===== config.mk =====
export PLATFORM = sky130hd
export DESIGN_NAME = frame_peak_auto_gain_top
export DESIGN_NICKNAME = d
export VERILOG_FILES = /design/src/rtl/core/fpag_pkg.sv /design/src/rtl/core/frame_peak_auto_gain_top.sv /design/src/rtl/core/fpag_front.sv /design/src/rtl/core/fpag_queue.sv /design/src/rtl/core/fpag_back.sv
export SDC_FILE = /design/constraint.sdc
export NUM_CORES = 1
export LEC_CHECK = 0
export ABC_CLOCK_PERIOD_IN_PS = 8500
export BUFFER_PORTS_ARGS = -buffer_cell sky130_fd_sc_hd__buf_2
export CAP_MARGIN = 20
export CORE_ASPECT_RATIO = 1.5
export CORE_MARGIN = 8
export CORE_UTILIZATION = 63
export DETAILED_ROUTE_END_ITERATION = 8
export PLACE_DENSITY_LB_ADDON = 0.15
export SYNTH_ARGS = -nofsm -noshare
export SYNTH_HDL_FRONTEND = slang
export SYNTH_SLANG_ARGS = --single-unit

===== constraint.sdc =====
create_clock -name clk -period 8.5 [get_ports clk]
set_input_delay 0.425 -clock clk [delete_from_list [all_inputs] [get_ports clk]]
set_output_delay 0.425 -clock clk [all_outputs]
set_load 0.1 [all_outputs]

===== src/rtl/core/fpag_pkg.sv =====
// ----------------------------------------------------------------------------
// fpag_pkg
// shared types and constants of the frame peak auto gain block
// ----------------------------------------------------------------------------
`timescale 1ns / 1ps
`default_nettype none

package fpag_pkg;

  localparam int GAIN_BITS   = 16;
  localparam int COEFF_BITS  = 9;
  localparam int COEFF_FRAC  = 8;
  localparam int QUEUE_DEPTH = 4;

  localparam logic [COEFF_BITS-1:0] COEFF_ONE = COEFF_BITS'(1 << COEFF_FRAC);
  localparam logic [COEFF_FRAC-1:0] COEFF_HALF = COEFF_FRAC'(1 << (COEFF_FRAC - 1));

  localparam logic [1:0] MODE_OFF    = 2'd0;
  localparam logic [1:0] MODE_MANUAL = 2'd1;
  localparam logic [1:0] MODE_AUTO   = 2'd2;

  typedef enum logic [2:0] {
    REG_GAIN_MODE     = 3'd0,
    REG_MANUAL_GAIN   = 3'd1,
    REG_TARGET_PEAK   = 3'd2,
    REG_MIN_GAIN      = 3'd3,
    REG_MAX_GAIN      = 3'd4,
    REG_ATTACK_COEFF  = 3'd5,
    REG_RELEASE_COEFF = 3'd6
  } reg_idx_t;

  typedef enum logic [2:0] {
    BK_IDLE,
    BK_DIV,
    BK_CLAMP,
    BK_STEP,
    BK_APPLY
  } back_state_t;

  typedef struct packed {
    logic [1:0]            gain_mode;
    logic [GAIN_BITS-1:0]  manual_gain;
    logic [GAIN_BITS-1:0]  target_peak;
    logic [GAIN_BITS-1:0]  min_gain;
    logic [GAIN_BITS-1:0]  max_gain;
    logic [COEFF_BITS-1:0] attack_coeff;
    logic [COEFF_BITS-1:0] release_coeff;
  } cfg_t;

  // lower bound is tested first
  function automatic logic [GAIN_BITS-1:0] clamp_gain(
    input logic [31:0]          g,
    input logic [GAIN_BITS-1:0] lo,
    input logic [GAIN_BITS-1:0] hi
  );
    logic [GAIN_BITS-1:0] r;
    if (g < {{(32-GAIN_BITS){1'b0}}, lo}) begin
      r = lo;
    end else if (g > {{(32-GAIN_BITS){1'b0}}, hi}) begin
      r = hi;
    end else begin
      r = g[GAIN_BITS-1:0];
    end
    return r;
  endfunction

endpackage

`default_nettype wire


===== src/rtl/core/frame_peak_auto_gain_top.sv =====
// ----------------------------------------------------------------------------
// frame_peak_auto_gain_top
// per-frame peak tracking with attack/release smoothed automatic gain
// ----------------------------------------------------------------------------
//  channel   | handshake            | payload
//  ----------+----------------------+-----------------------------------------
//  input     | in_valid / in_stall  | first_read, second_read, last_in_frame
//  output    | out_valid / out_stall| centered_sample, gain_valid, frame_gain
//  config    | apb psel/penable     | paddr, pwdata, prdata (7 registers)
//
//  samples inside a frame flow at one item per cycle while out_stall is low and the back part is idle
//  a frame end in automatic mode with a nonzero peak occupies the back part
//  through the pop, the divider (one quotient bit per divider step), then
//  clamp, multiply and apply; with a zero peak it skips the divider and
//  clamp; other frame ends are finished at the pop
//  a four-entry queue lets the front keep taking items while the back divides
//  synchronous active-high reset; in_stall rises only when the queue is full
// ----------------------------------------------------------------------------
`timescale 1ns / 1ps
`default_nettype none

module frame_peak_auto_gain_top #(
  parameter int SAMPLE_BITS    = 12,
  parameter int GAIN_FRAC_BITS = 8
) (
  input  wire logic                          clk,
  input  wire logic                          rst,
  // input item channel
  input  wire logic                          in_valid,
  output logic                               in_stall,
  input  wire logic [SAMPLE_BITS-1:0]        first_read,
  input  wire logic [SAMPLE_BITS-1:0]        second_read,
  input  wire logic                          last_in_frame,
  // result item channel
  output logic                               out_valid,
  input  wire logic                          out_stall,
  output logic [SAMPLE_BITS:0]               centered_sample,
  output logic                               gain_valid,
  output logic [fpag_pkg::GAIN_BITS-1:0]     frame_gain,
  // register port
  input  wire logic                          psel,
  input  wire logic                          penable,
  input  wire logic                          pwrite,
  input  wire logic [4:0]                    paddr,
  input  wire logic [31:0]                   pwdata,
  output logic [31:0]                        prdata,
  output logic                               pready
);
  import fpag_pkg::*;

  localparam int EW = 2 * (SAMPLE_BITS + 1) + 1;

  cfg_t          cfg;
  reg_idx_t      reg_idx;
  logic          cfg_wr;
  logic          q_push;
  logic [EW-1:0] q_data;
  logic          q_full;
  logic          q_pop;
  logic          q_not_empty;
  logic [EW-1:0] q_head;

  // register file: word addressed, writes complete in the access phase
  assign pready  = 1'b1;
  assign reg_idx = reg_idx_t'(paddr[4:2]);
  assign cfg_wr  = psel && penable && pwrite && pready;

  always_ff @(posedge clk) begin
    if (rst) begin
      cfg.gain_mode     <= MODE_AUTO;
      cfg.manual_gain   <= GAIN_BITS'(256);
      cfg.target_peak   <= GAIN_BITS'(1024);
      cfg.min_gain      <= GAIN_BITS'(26);
      cfg.max_gain      <= GAIN_BITS'(10240);
      cfg.attack_coeff  <= COEFF_BITS'(128);
      cfg.release_coeff <= COEFF_BITS'(13);
    end else if (cfg_wr) begin
      unique case (reg_idx)
        REG_GAIN_MODE:     cfg.gain_mode     <= pwdata[1:0];
        REG_MANUAL_GAIN:   cfg.manual_gain   <= pwdata[GAIN_BITS-1:0];
        REG_TARGET_PEAK:   cfg.target_peak   <= pwdata[GAIN_BITS-1:0];
        REG_MIN_GAIN:      cfg.min_gain      <= pwdata[GAIN_BITS-1:0];
        REG_MAX_GAIN:      cfg.max_gain      <= pwdata[GAIN_BITS-1:0];
        REG_ATTACK_COEFF:  cfg.attack_coeff  <= pwdata[COEFF_BITS-1:0];
        REG_RELEASE_COEFF: cfg.release_coeff <= pwdata[COEFF_BITS-1:0];
        default: ;
      endcase
    end
  end

  // read back, zero extended
  always_comb begin
    unique case (reg_idx)
      REG_GAIN_MODE:     prdata = 32'(cfg.gain_mode);
      REG_MANUAL_GAIN:   prdata = 32'(cfg.manual_gain);
      REG_TARGET_PEAK:   prdata = 32'(cfg.target_peak);
      REG_MIN_GAIN:      prdata = 32'(cfg.min_gain);
      REG_MAX_GAIN:      prdata = 32'(cfg.max_gain);
      REG_ATTACK_COEFF:  prdata = 32'(cfg.attack_coeff);
      REG_RELEASE_COEFF: prdata = 32'(cfg.release_coeff);
      default:           prdata = '0;
    endcase
  end

  // front: center, peak tracking, frame end snapshot of the peak
  fpag_front #(
    .SAMPLE_BITS (SAMPLE_BITS)
  ) u_front (
    .clk           (clk),
    .rst           (rst),
    .in_valid      (in_valid),
    .q_full        (q_full),
    .first_read    (first_read),
    .second_read   (second_read),
    .last_in_frame (last_in_frame),
    .q_push        (q_push),
    .q_data        (q_data)
  );

  assign in_stall = q_full;

  // decoupling queue
  fpag_queue #(
    .WIDTH (EW),
    .DEPTH (QUEUE_DEPTH)
  ) u_queue (
    .clk       (clk),
    .rst       (rst),
    .push      (q_push),
    .push_data (q_data),
    .pop       (q_pop),
    .full      (q_full),
    .not_empty (q_not_empty),
    .head_data (q_head)
  );

  // back: result register, divider and smoothing
  fpag_back #(
    .SAMPLE_BITS    (SAMPLE_BITS),
    .GAIN_FRAC_BITS (GAIN_FRAC_BITS)
  ) u_back (
    .clk             (clk),
    .rst             (rst),
    .cfg             (cfg),
    .q_not_empty     (q_not_empty),
    .q_data          (q_head),
    .q_pop           (q_pop),
    .out_valid       (out_valid),
    .out_stall       (out_stall),
    .centered_sample (centered_sample),
    .gain_valid      (gain_valid),
    .frame_gain      (frame_gain)
  );

endmodule

`default_nettype wire


===== src/rtl/core/fpag_front.sv =====
// ----------------------------------------------------------------------------
// fpag_front
// centers each sample, tracks the frame peak and pushes items to the queue
// ----------------------------------------------------------------------------
`timescale 1ns / 1ps
`default_nettype none

module fpag_front #(
  parameter int SAMPLE_BITS = 12
) (
  input  wire logic                       clk,
  input  wire logic                       rst,
  input  wire logic                       in_valid,
  input  wire logic                       q_full,
  input  wire logic [SAMPLE_BITS-1:0]     first_read,
  input  wire logic [SAMPLE_BITS-1:0]     second_read,
  input  wire logic                       last_in_frame,
  output logic                            q_push,
  output logic [2*(SAMPLE_BITS+1):0]      q_data
);
  import fpag_pkg::*;

  localparam int VW = SAMPLE_BITS + 1;
  localparam logic [VW-1:0] OFFSET = VW'(1) << SAMPLE_BITS;

  logic [VW-1:0] frame_peak;
  logic [VW-1:0] sum;
  logic [VW-1:0] centered;
  logic [VW-1:0] mag;
  logic [VW-1:0] peak_next;

  always_comb begin
    sum       = {1'b0, first_read} + {1'b0, second_read};
    centered  = {~sum[VW-1], sum[VW-2:0]};
    mag       = sum[VW-1] ? (sum - OFFSET) : (OFFSET - sum);
    peak_next = (mag > frame_peak) ? mag : frame_peak;
    q_push    = in_valid && !q_full;
    q_data    = {centered, last_in_frame, peak_next};
  end

  always_ff @(posedge clk) begin
    if (rst) begin
      frame_peak <= '0;
    end else if (q_push) begin
      frame_peak <= last_in_frame ? '0 : peak_next;
    end
  end

endmodule

`default_nettype wire


===== src/rtl/core/fpag_queue.sv =====
// ----------------------------------------------------------------------------
// fpag_queue
// short fifo between the front and the back part
// ----------------------------------------------------------------------------
`timescale 1ns / 1ps
`default_nettype none

module fpag_queue #(
  parameter int WIDTH = 27,
  parameter int DEPTH = 4
) (
  input  wire logic             clk,
  input  wire logic             rst,
  input  wire logic             push,
  input  wire logic [WIDTH-1:0] push_data,
  input  wire logic             pop,
  output logic                  full,
  output logic                  not_empty,
  output logic [WIDTH-1:0]      head_data
);
  import fpag_pkg::*;

  localparam int PW = (DEPTH > 1) ? $clog2(DEPTH) : 1;
  localparam int CW = $clog2(DEPTH + 1);

  logic [WIDTH-1:0] mem [DEPTH];
  logic [PW-1:0]    wr_ptr;
  logic [PW-1:0]    rd_ptr;
  logic [CW-1:0]    count;
  logic             do_push;
  logic             do_pop;

  always_comb begin
    full      = (count == CW'(DEPTH));
    not_empty = (count != '0);
    do_push   = push && !full;
    do_pop    = pop && not_empty;
    head_data = mem[rd_ptr];
  end

  always_ff @(posedge clk) begin
    if (do_push) begin
      mem[wr_ptr] <= push_data;
    end
  end

  always_ff @(posedge clk) begin
    if (rst) begin
      wr_ptr <= '0;
      rd_ptr <= '0;
      count  <= '0;
    end else begin
      if (do_push) begin
        wr_ptr <= (wr_ptr == PW'(DEPTH - 1)) ? '0 : wr_ptr + PW'(1);
      end
      if (do_pop) begin
        rd_ptr <= (rd_ptr == PW'(DEPTH - 1)) ? '0 : rd_ptr + PW'(1);
      end
      if (do_push && !do_pop) begin
        count <= count + CW'(1);
      end else if (do_pop && !do_push) begin
        count <= count - CW'(1);
      end
    end
  end

endmodule

`default_nettype wire


===== src/rtl/core/fpag_back.sv =====
// ----------------------------------------------------------------------------
// fpag_back
// issues results; at an automatic-mode frame end runs the serial divider (nonzero peak) and gain smoothing
// ----------------------------------------------------------------------------
`timescale 1ns / 1ps
`default_nettype none

module fpag_back #(
  parameter int SAMPLE_BITS    = 12,
  parameter int GAIN_FRAC_BITS = 8
) (
  input  wire logic                          clk,
  input  wire logic                          rst,
  input  wire fpag_pkg::cfg_t                cfg,
  input  wire logic                          q_not_empty,
  input  wire logic [2*(SAMPLE_BITS+1):0]    q_data,
  output logic                               q_pop,
  output logic                               out_valid,
  input  wire logic                          out_stall,
  output logic [SAMPLE_BITS:0]               centered_sample,
  output logic                               gain_valid,
  output logic [fpag_pkg::GAIN_BITS-1:0]     frame_gain
);
  import fpag_pkg::*;

  localparam int VW  = SAMPLE_BITS + 1;
  localparam int DW  = GAIN_BITS + 1 + GAIN_FRAC_BITS;
  localparam int CNW = $clog2(DW);
  localparam int PRW = COEFF_BITS + GAIN_BITS;
  localparam logic [GAIN_BITS-1:0] GAIN_ONE = GAIN_BITS'(1) << GAIN_FRAC_BITS;

  back_state_t state, state_next;

  logic [VW-1:0]        hold_c, hold_c_next;
  logic [DW-1:0]        dq, dq_next;
  logic [VW-1:0]        rem, rem_next;
  logic [VW-1:0]        div, div_next;
  logic [CNW-1:0]       cnt, cnt_next;
  logic [GAIN_BITS-1:0] tgt, tgt_next;
  logic [PRW-1:0]       prod, prod_next;
  logic                 dir, dir_next;
  logic [GAIN_BITS-1:0] sg, sg_next;
  logic                 out_valid_next;
  logic [VW-1:0]        centered_next;
  logic                 gain_valid_next;
  logic [GAIN_BITS-1:0] frame_gain_next;

  logic [VW-1:0]        q_c;
  logic                 q_last;
  logic [VW-1:0]        q_peak;
  logic                 slot_free;
  logic [VW:0]          trial;
  logic                 fits;
  logic [COEFF_BITS-1:0] coeff;
  logic [GAIN_BITS-1:0] diff;
  logic [PRW:0]         rounded;
  logic [GAIN_BITS:0]   step_mag;
  logic [GAIN_BITS:0]   sum_next;

  always_comb begin
    {q_c, q_last, q_peak} = q_data;
    slot_free = !out_valid || !out_stall;

    trial = {rem, dq[DW-1]};
    fits  = (trial >= {1'b0, div});

    // attack when the target is below the smoothed gain, release otherwise
    if (tgt < sg) begin
      coeff = cfg.attack_coeff;
      diff  = sg - tgt;
    end else begin
      coeff = cfg.release_coeff;
      diff  = tgt - sg;
    end
    if (coeff > COEFF_ONE) begin
      coeff = COEFF_ONE;
    end

    rounded  = {1'b0, prod} + (PRW+1)'(COEFF_HALF);
    step_mag = rounded[COEFF_FRAC +: GAIN_BITS+1];
    sum_next = dir ? ({1'b0, sg} - step_mag) : ({1'b0, sg} + step_mag);

    state_next      = state;
    hold_c_next     = hold_c;
    dq_next         = dq;
    rem_next        = rem;
    div_next        = div;
    cnt_next        = cnt;
    tgt_next        = tgt;
    prod_next       = prod;
    dir_next        = dir;
    sg_next         = sg;
    out_valid_next  = out_valid && out_stall;
    centered_next   = centered_sample;
    gain_valid_next = gain_valid;
    frame_gain_next = frame_gain;
    q_pop           = 1'b0;

    unique case (state)
      BK_IDLE: begin
        if (q_not_empty && slot_free) begin
          q_pop = 1'b1;
          if (!q_last) begin
            out_valid_next  = 1'b1;
            centered_next   = q_c;
            gain_valid_next = 1'b0;
            frame_gain_next = '0;
          end else begin
            unique case (cfg.gain_mode)
              MODE_MANUAL: begin
                out_valid_next  = 1'b1;
                centered_next   = q_c;
                gain_valid_next = 1'b1;
                frame_gain_next = cfg.manual_gain;
              end
              MODE_AUTO: begin
                hold_c_next = q_c;
                if (q_peak == '0) begin
                  tgt_next   = GAIN_ONE;
                  state_next = BK_STEP;
                end else begin
                  dq_next    = {cfg.target_peak, 1'b0, {GAIN_FRAC_BITS{1'b0}}};
                  rem_next   = '0;
                  div_next   = q_peak;
                  cnt_next   = '0;
                  state_next = BK_DIV;
                end
              end
              default: begin
                out_valid_next  = 1'b1;
                centered_next   = q_c;
                gain_valid_next = 1'b1;
                frame_gain_next = '0;
              end
            endcase
          end
        end
      end
      BK_DIV: begin
        rem_next = fits ? VW'(trial - {1'b0, div}) : trial[VW-1:0];
        dq_next  = {dq[DW-2:0], fits};
        cnt_next = cnt + CNW'(1);
        if (cnt == CNW'(DW - 1)) begin
          state_next = BK_CLAMP;
        end
      end
      BK_CLAMP: begin
        tgt_next   = clamp_gain(32'(dq), cfg.min_gain, cfg.max_gain);
        state_next = BK_STEP;
      end
      BK_STEP: begin
        prod_next  = PRW'(coeff * diff);
        dir_next   = (tgt < sg);
        state_next = BK_APPLY;
      end
      BK_APPLY: begin
        if (slot_free) begin
          sg_next         = clamp_gain(32'(sum_next), cfg.min_gain, cfg.max_gain);
          out_valid_next  = 1'b1;
          centered_next   = hold_c;
          gain_valid_next = 1'b1;
          frame_gain_next = sg_next;
          state_next      = BK_IDLE;
        end
      end
      default: begin
        state_next = BK_IDLE;
      end
    endcase
  end

  always_ff @(posedge clk) begin
    if (rst) begin
      state     <= BK_IDLE;
      sg        <= GAIN_ONE;
      out_valid <= 1'b0;
    end else begin
      state     <= state_next;
      sg        <= sg_next;
      out_valid <= out_valid_next;
    end
  end

  always_ff @(posedge clk) begin
    hold_c          <= hold_c_next;
    dq              <= dq_next;
    rem             <= rem_next;
    div             <= div_next;
    cnt             <= cnt_next;
    tgt             <= tgt_next;
    prod            <= prod_next;
    dir             <= dir_next;
    centered_sample <= centered_next;
    gain_valid      <= gain_valid_next;
    frame_gain      <= frame_gain_next;
  end

endmodule

`default_nettype wire

==> results of run 1 <==
## power by group through the flow
stage,logic (uW),clock network (uW),registers [uW]
after floorplan,2500,0,3010
after global placement,3770,0,2700
after detailed placement,3900,0,2720
after CTS,3920,1640,2690
after global routing,4310,1700,2720
final,3950,1630,2690
## final cells by class
cell class                 count  share of cell area
multi-input combinational   2006               0.527
sequential                   368               0.343
clock buffer                  49              0.0354
inverter                     259              0.0340
timing repair buffer         143              0.0301
tap                          558              0.0244
clock inverter                19             0.00670
antenna                        1           0.0000876
## kinds of logic after synthesis
logic type      synth area share
buf+inv                   0.0589
fa+ha+maj                  0.174
xor+xnor                  0.0373
other cells             0.000286
flops                      0.373
compound gates             0.133
simple gates               0.159
mux                       0.0647
## registers in the layout, summed over array words and instances (netlist names), 16 cells and up, named ones only
name and cells:
cfg 84, u_back.dq 25, u_back.frame_gain 16, u_back.prod 18, u_back.sg 16, u_back.tgt 16, u_queue.mem 108
## metrics by stage
| stage | hold WS (ns) | std cells | setup WS, ns |
|---|---|---|---|
| finish | 0.153 | 3403 | 0.394 |
| global placement | 0.457 | 3333 | 0.589 |
| global route | 0.154 | 3403 | 0.00815 |
| CTS | 0.136 | 3401 | 0.323 |
| floorplan | 0.442 | 2763 | 1.17 |
| detailed placement | 0.464 | 3333 | 0.323 |
## repair_timing
item	4_1_cts	5_1_grt
endpoints found under the hold margin	0	0
resized for setup	0	3
endpoints found under the setup margin	0	3
## how the worst max path moves through the flow
stage | startpoint | endpoint | slack (ns) | depth (start not counted)
floorplan | u_back.tgt[0] | u_back.prod[24] | 1.17 | 31
global placement | u_back.sg[1] | u_back.prod[23] | 0.59 | 29
detailed placement | u_back.sg[1] | u_back.prod[24] | 0.32 | 30
CTS | u_back.sg[1] | u_back.prod[24] | 0.32 | 30
global route | u_back.sg[1] | u_back.prod[24] | 0.008 | 30
finish | u_back.sg[1] | u_back.prod[24] | 0.39 | 27
## worst max-delay path: stages, from the launching register on
cell and delay (ns):
dfxtp_1 0.46, inv_1 0.20, fa_1 0.49, a211oi_1 0.33, o21ai_0 0.19, nand3_1 0.22
nand2_1 0.12, inv_2 0.23, buf_12 0.20, mux2i_1 0.52, nand2b_1 0.49, nor2_1 0.12
fa_1 0.48, fa_1 0.51, fa_1 0.56, inv_1 0.06, fa_1 0.53, inv_1 0.04
ha_1 0.37, a21oi_1 0.16, nor2b_1 0.06, o21ai_0 0.19, nand2b_1 0.11, a21o_1 0.20
a2111oi_1 0.44, a21boi_1 0.31, o31ai_1 0.13, xnor2_1 0.13
## cell usage after synthesis (all sizes together) (59+ instances only)
master / instances
dfxtp: 126
nand3: 59
o21ai: 108
xnor2: 70
edfxtp: 242
fa: 104
mux2i: 73
a21oi: 170
inv: 259
nand2: 425
ha: 199
nor2: 189
clkbuf: 93
## cells in the final DEF, fill, tap and decap left out, types with 10 or more instances in the layout
master / Yosys / layout
a21o_1: 39 / 39
o31ai_1: 15 / 15
nor2_1: 187 / 187
a22o_1: 11 / 11
nor2b_1: 26 / 26
a21boi_0: 12 / 10
conb_1: 2 / 17
nand3_1: 59 / 59
inv_1: 258 / 258
mux4_2: 28 / 28
ha_1: 199 / 199
mux2_2: 30 / 30
a211oi_1: 17 / 17
and3_1: 15 / 15
a32oi_1: 11 / 11
o21a_1: 21 / 21
fa_1: 104 / 104
dfxtp_1: 126 / 125
buf_2: 9 / 98
o21ai_0: 87 / 86
mux2i_1: 73 / 73
or3_1: 15 / 15
nand2_1: 423 / 423
buf_4: 18 / 43
a21oi_1: 170 / 170
nand4_1: 24 / 24
clkbuf_16: 0 / 38
xor2_1: 42 / 42
nor3_1: 35 / 33
and2_1: 25 / 21
xnor2_1: 70 / 70
o21ai_1: 21 / 21
o211ai_1: 13 / 13
nand2b_1: 47 / 47
edfxtp_1: 242 / 242
## routing by layer
metal	routed length [microns]	global-route usage	up-vias
li1	-	-	9717
met1	29000	0.373	10300
met2	37800	0.537	924
met3	4710	0.0347	248
met4	5260	0.195	0
met5	0	0	-
==> flow_metrics.tcl, run 1 <==
set metrics [dict create \
    overflow 0 \
    p_int_uw 4760 \
    synth_top_area_frac 0.277 \
    seqCellArea_sq_um 9790 \
    seq_area_frac_synth 0.373 \
    critPathRequiredTime_ns 8.79 \
    num_io_pins 134 \
    finalMaxSlewViolations 0 \
    die_h_microns 266 \
    wire_per_inst_microns 22.6 \
    hold_depth 3 \
    grt.total_usage 0.314 \
    status "finished, final reports clean" \
    drive_gt1_frac 0.108 \
    place.port_buffers 98 \
    num_vias 21200 \
    r2r_start "u_back.sg[1]" \
    dp_hpwl_microns 59400 \
    hold_viol 0 \
    worstSetupEndpointType "flop" \
    dr.pass1.iters 5 \
    first_global_vias 21500 \
    relSlewSlack 0.216 \
    power_density_nw_per_um2 289 \
    grt_max_degree 52 \
    r2r_cells 27 \
    dieArea_sq_um 48600 \
    tritoncts "built" \
    cp-start-kind "flop" \
    postCtsSetupBuffers 0 \
    place_area_sq_um 27300 \
    gp_congestion 0.969 \
    synth_area_leaders "edfxtp_1 28%, dfxtp_1 9.6%, ha_1 9.5%" \
    area_delta_synth_final_pct 8.76 \
    final-setup-viol-count 0 \
    cts_root_buf "clkbuf_16" \
    fin_crit_ns 8.11 \
    ys_async_sr_fraction 0 \
    sw_frac_of_total 0.425 \
    ys_warn_count 0 \
    p_total_uw 8270 \
    yosys_register_bits 368 \
    ctsLongestPathBuffers 3 \
    path_clk_slew_ns 0.07 \
    ant_nets 0 \
    maxCapViolCount 0 \
    power_frac_comb 0.478 \
    r2r_slack_ns 0.39 \
    synth.avg_cell_area_sq_um 9.56 \
    nets 3187 \
    fin_skew_ns 0.0238 \
    synth_cells 2748 \
    synth_top_area_cell "edfxtp_1" \
    synth_edf_count 242 \
    clock_latency_ns 0.55 \
    clkPwrFrac 0.197 \
    crit_fanout 16 \
    clock.fmax_mhz 123 \
    drc 0 \
    cts_buffers 37 \
    htree_num_levels 2 \
    viasPerCell 6.22 \
    min_to "cfg[30]" \
    ys.flop_type "edfxtp_1" \
    hp-class "primary input to flop" \
    power_leakage_uw 0.0119 \
    synth_cell_types 94 \
    rows 91 \
    worstSetupPathType "flop to flop" \
    drt_wl_total_microns 76800 \
    initial_core_util 0.639 \
    fp.dieW_microns 183 \
    finalSetupTns_ns 0 \
    nFillCells 3299 \
    cts.sinks 368 \
    tightest_slew_ns 1.17 \
    peakVddDrop_mv 0.219 \
    grt_pass1_wl_microns 118000 \
    pwr-share-seq 0.325 \
    rsz0062_at_grt "false" \
    cp.arrival_ns 8.40 \
    fin_util 0.695 \
    initialDrtViolationCount 1627 \
    synth_area_sq_um 26300 \
    power_switching_uw 3510 \
    antenna_found_initial 2 \
    postCtsHoldBufs 0 \
    core_area_sq_um 41100 \
    r2r_end "u_back.prod[24]" \
    min_period_over_period 0.954 \
    multiInputGateArea_sq_um 15000 \
    hp-start "pwdata[12]" \
    fin_area_sq_um 28600 \
]
Note: power is estimated with default switching activity, not from simulation.
==> inputs of run 2 (changes only) <==
--- a/config.mk
+++ b/config.mk
@@ -5,6 +5,7 @@
 export SDC_FILE = /design/constraint.sdc
 export NUM_CORES = 1
 export LEC_CHECK = 0
+export ABC_AREA = 1
 export ABC_CLOCK_PERIOD_IN_PS = 8500
 export BUFFER_PORTS_ARGS = -buffer_cell sky130_fd_sc_hd__buf_2
 export CAP_MARGIN = 20
==> run 2 against run 1 <==
Compared with the run above: utilization down 0.73 points; first-iteration DRC count up 23%; via count up 3.9%; register-to-register slack better by 0.35 ns; final cell count up 10%; design area down 1.6%; routed wire length down 3.3%; maximum frequency up 4.6%; critical path depth up 2; clock skew up 0.021 ns; area after synthesis down 1.5%; critical path type unchanged; largest cell class unchanged; highest routed layer is now met5.
==> flow_metrics.tcl, run 2 <==
set metrics [dict create \
    min_period_over_period 0.912 \
    final-setup-viol-count 0 \
    dieArea_sq_um 47900 \
    gp_congestion 1.17 \
    clock.fmax_mhz 129 \
    tightest_slew_ns 1.07 \
    hold_viol 0 \
    ant_nets 0 \
    dr.pass1.iters 9 \
    cts_root_buf "clkbuf_16" \
    synth_cell_types 61 \
    num_io_pins 134 \
    tritoncts "built" \
    cts_buffers 37 \
    synth_edf_count 242 \
    critPathRequiredTime_ns 8.77 \
    antenna_found_initial 4 \
    yosys_register_bits 368 \
    fin_skew_ns 0.0452 \
    viasPerCell 5.87 \
    slowest_delay_ns 0.59 \
    synth_top_area_cell "edfxtp_1" \
    maxCapViolCount 0 \
    cts.sinks 368 \
    fin_crit_ns 7.75 \
    critical_path.most_common_cell "nand2_1" \
    cp.arrival_ns 8.02 \
    status "finished, final reports clean" \
    initialDrtViolationCount 1996 \
    worstSetupPathType "flop to flop" \
    fp.dieW_microns 181 \
    cp-start-kind "flop" \
    grt_max_degree 56 \
    ctsLongestPathBuffers 3 \
    ys.flop_type "edfxtp_1" \
    ys_top_cells_by_count "609 x nand2_1, 454 x inv_1, 360 x nor2_1, 244 x o21ai_0, 242 x edfxtp_1" \
    drive_gt1_frac 0.0714 \
    rsz0062_at_grt "false" \
    ys_warn_count 0 \
    area_delta_synth_final_pct 8.68 \
    synth_area_leaders "edfxtp_1 28%, dfxtp_1 9.7%, ha_1 9.6%" \
    drt_wl_total_microns 74200 \
    wire_per_inst_microns 19.8 \
    grt.total_usage 0.304 \
    nFillCells 3388 \
    nets 3578 \
    overflow 0 \
    htree_num_levels 2 \
    synth.avg_cell_area_sq_um 8.23 \
    relSlewSlack 0.287 \
    rows 91 \
    first_global_vias 21600 \
    cts_resized 0 \
    reg_top3 "u_queue.mem x108, cfg x84, u_back.dq x25" \
    synth_area_sq_um 25900 \
    postCtsSetupBuffers 0 \
    hp-class "primary input to flop" \
    largest-register "u_queue.mem" \
    drc 0 \
    finalSetupTns_ns 0 \
    place.port_buffers 98 \
    core_area_sq_um 40900 \
    synth_top_area_frac 0.281 \
    die_h_microns 264 \
    fin_util 0.688 \
    finalMaxSlewViolations 0 \
    critPathSlowestCell "fa_1" \
    yosys.cell_count.top_type "nand2_1" \
    clock_latency_ns 0.56 \
    layout_common_cells "609 x nand2_1, 453 x inv_1, 354 x nor2_1, 243 x o21ai_0, 242 x edfxtp_1" \
    synth_cells 3142 \
    largest_register_ffs 108 \
    initial_core_util 0.633 \
    postCtsHoldBufs 0 \
    final_common_cell "nand2_1" \
    path_clk_slew_ns 0.07 \
    num_vias 22000 \
    grt_pass1_wl_microns 115000 \
    ys_async_sr_fraction 0 \
    dp_hpwl_microns 58100 \
    seq_area_frac_synth 0.378 \
    worstSetupEndpointType "flop" \
    crit_fanout 30 \
]
## run 2: cell type report
class                   instances  area, sq um  area share
diodes                          2         5.00    0.000178
clock buffers                  45          997      0.0355
clock inverters                23          318      0.0113
inverters                     468         1760      0.0625
multi-input cells            2209        13900       0.495
flip-flops and latches        368         9790       0.348
well taps                     511          639      0.0227
repair buffers                122          696      0.0247
## run 2: path summary, 6_finish.rpt
check / start / endpoint / slack, ns / cells past startpoint
hold / removal: last_in_frame / u_queue.mem[3][13] / 0.12 / 1
hold reg to reg: u_front.frame_peak[1] / u_front.frame_peak[1] / 0.47 / 2
setup / recovery: u_back.sg[14] / u_back.prod[23] / 0.75 / 29
setup reg to reg: u_back.sg[14] / u_back.prod[23] / 0.75 / 29
## run 2: layer usage
metal	vias to the layer above	share of wire	GRT usage
met4	4	0.072	0.197
met5	-	0.00034	0
met1	10500	0.36	0.333
li1	10500	-	-
met2	795	0.51	0.543
met3	229	0.061	0.0424
## run 2: kinds of logic after synthesis
kind of cell	share of synthesized area
simple gates	0.189
other cells	0.000290
flops	0.378
mux	0.000774
compound gates	0.134
fa+ha+maj	0.177
xor+xnor	0.0331
buf+inv	0.0887
## run 2: critical path, delay by kind of cell, from the launching register on
family	cells	cell delay (ns)
adders and majority gates	6	2.86
AOI/OAI and AO/OA	5	1.74
and+or+nand+nor	11	1.73
buffers and inverters	7	0.75
DFF	1	0.38
## run 2: stage by stage
stage / worst slack [ns] / std cells / cell area (sq um) / hold WS, ns
6_report: 0.748 / 3748 / 28100 / 0.121
5_1_grt: 0.219 / 3746 / 28100 / 0.109
4_1_cts: 0.801 / 3746 / 28100 / 0.0877
3_5_place_dp: 0.845 / 3678 / 26800 / 0.456
3_3_place_gp: 0.942 / 3676 / 26800 / 0.453
2_1_floorplan: 2.04 / 3157 / 25900 / 0.444
Power of run 2 is not shown: default switching activity piles up to over one toggle a cycle in this logic, so the estimate is an artifact.
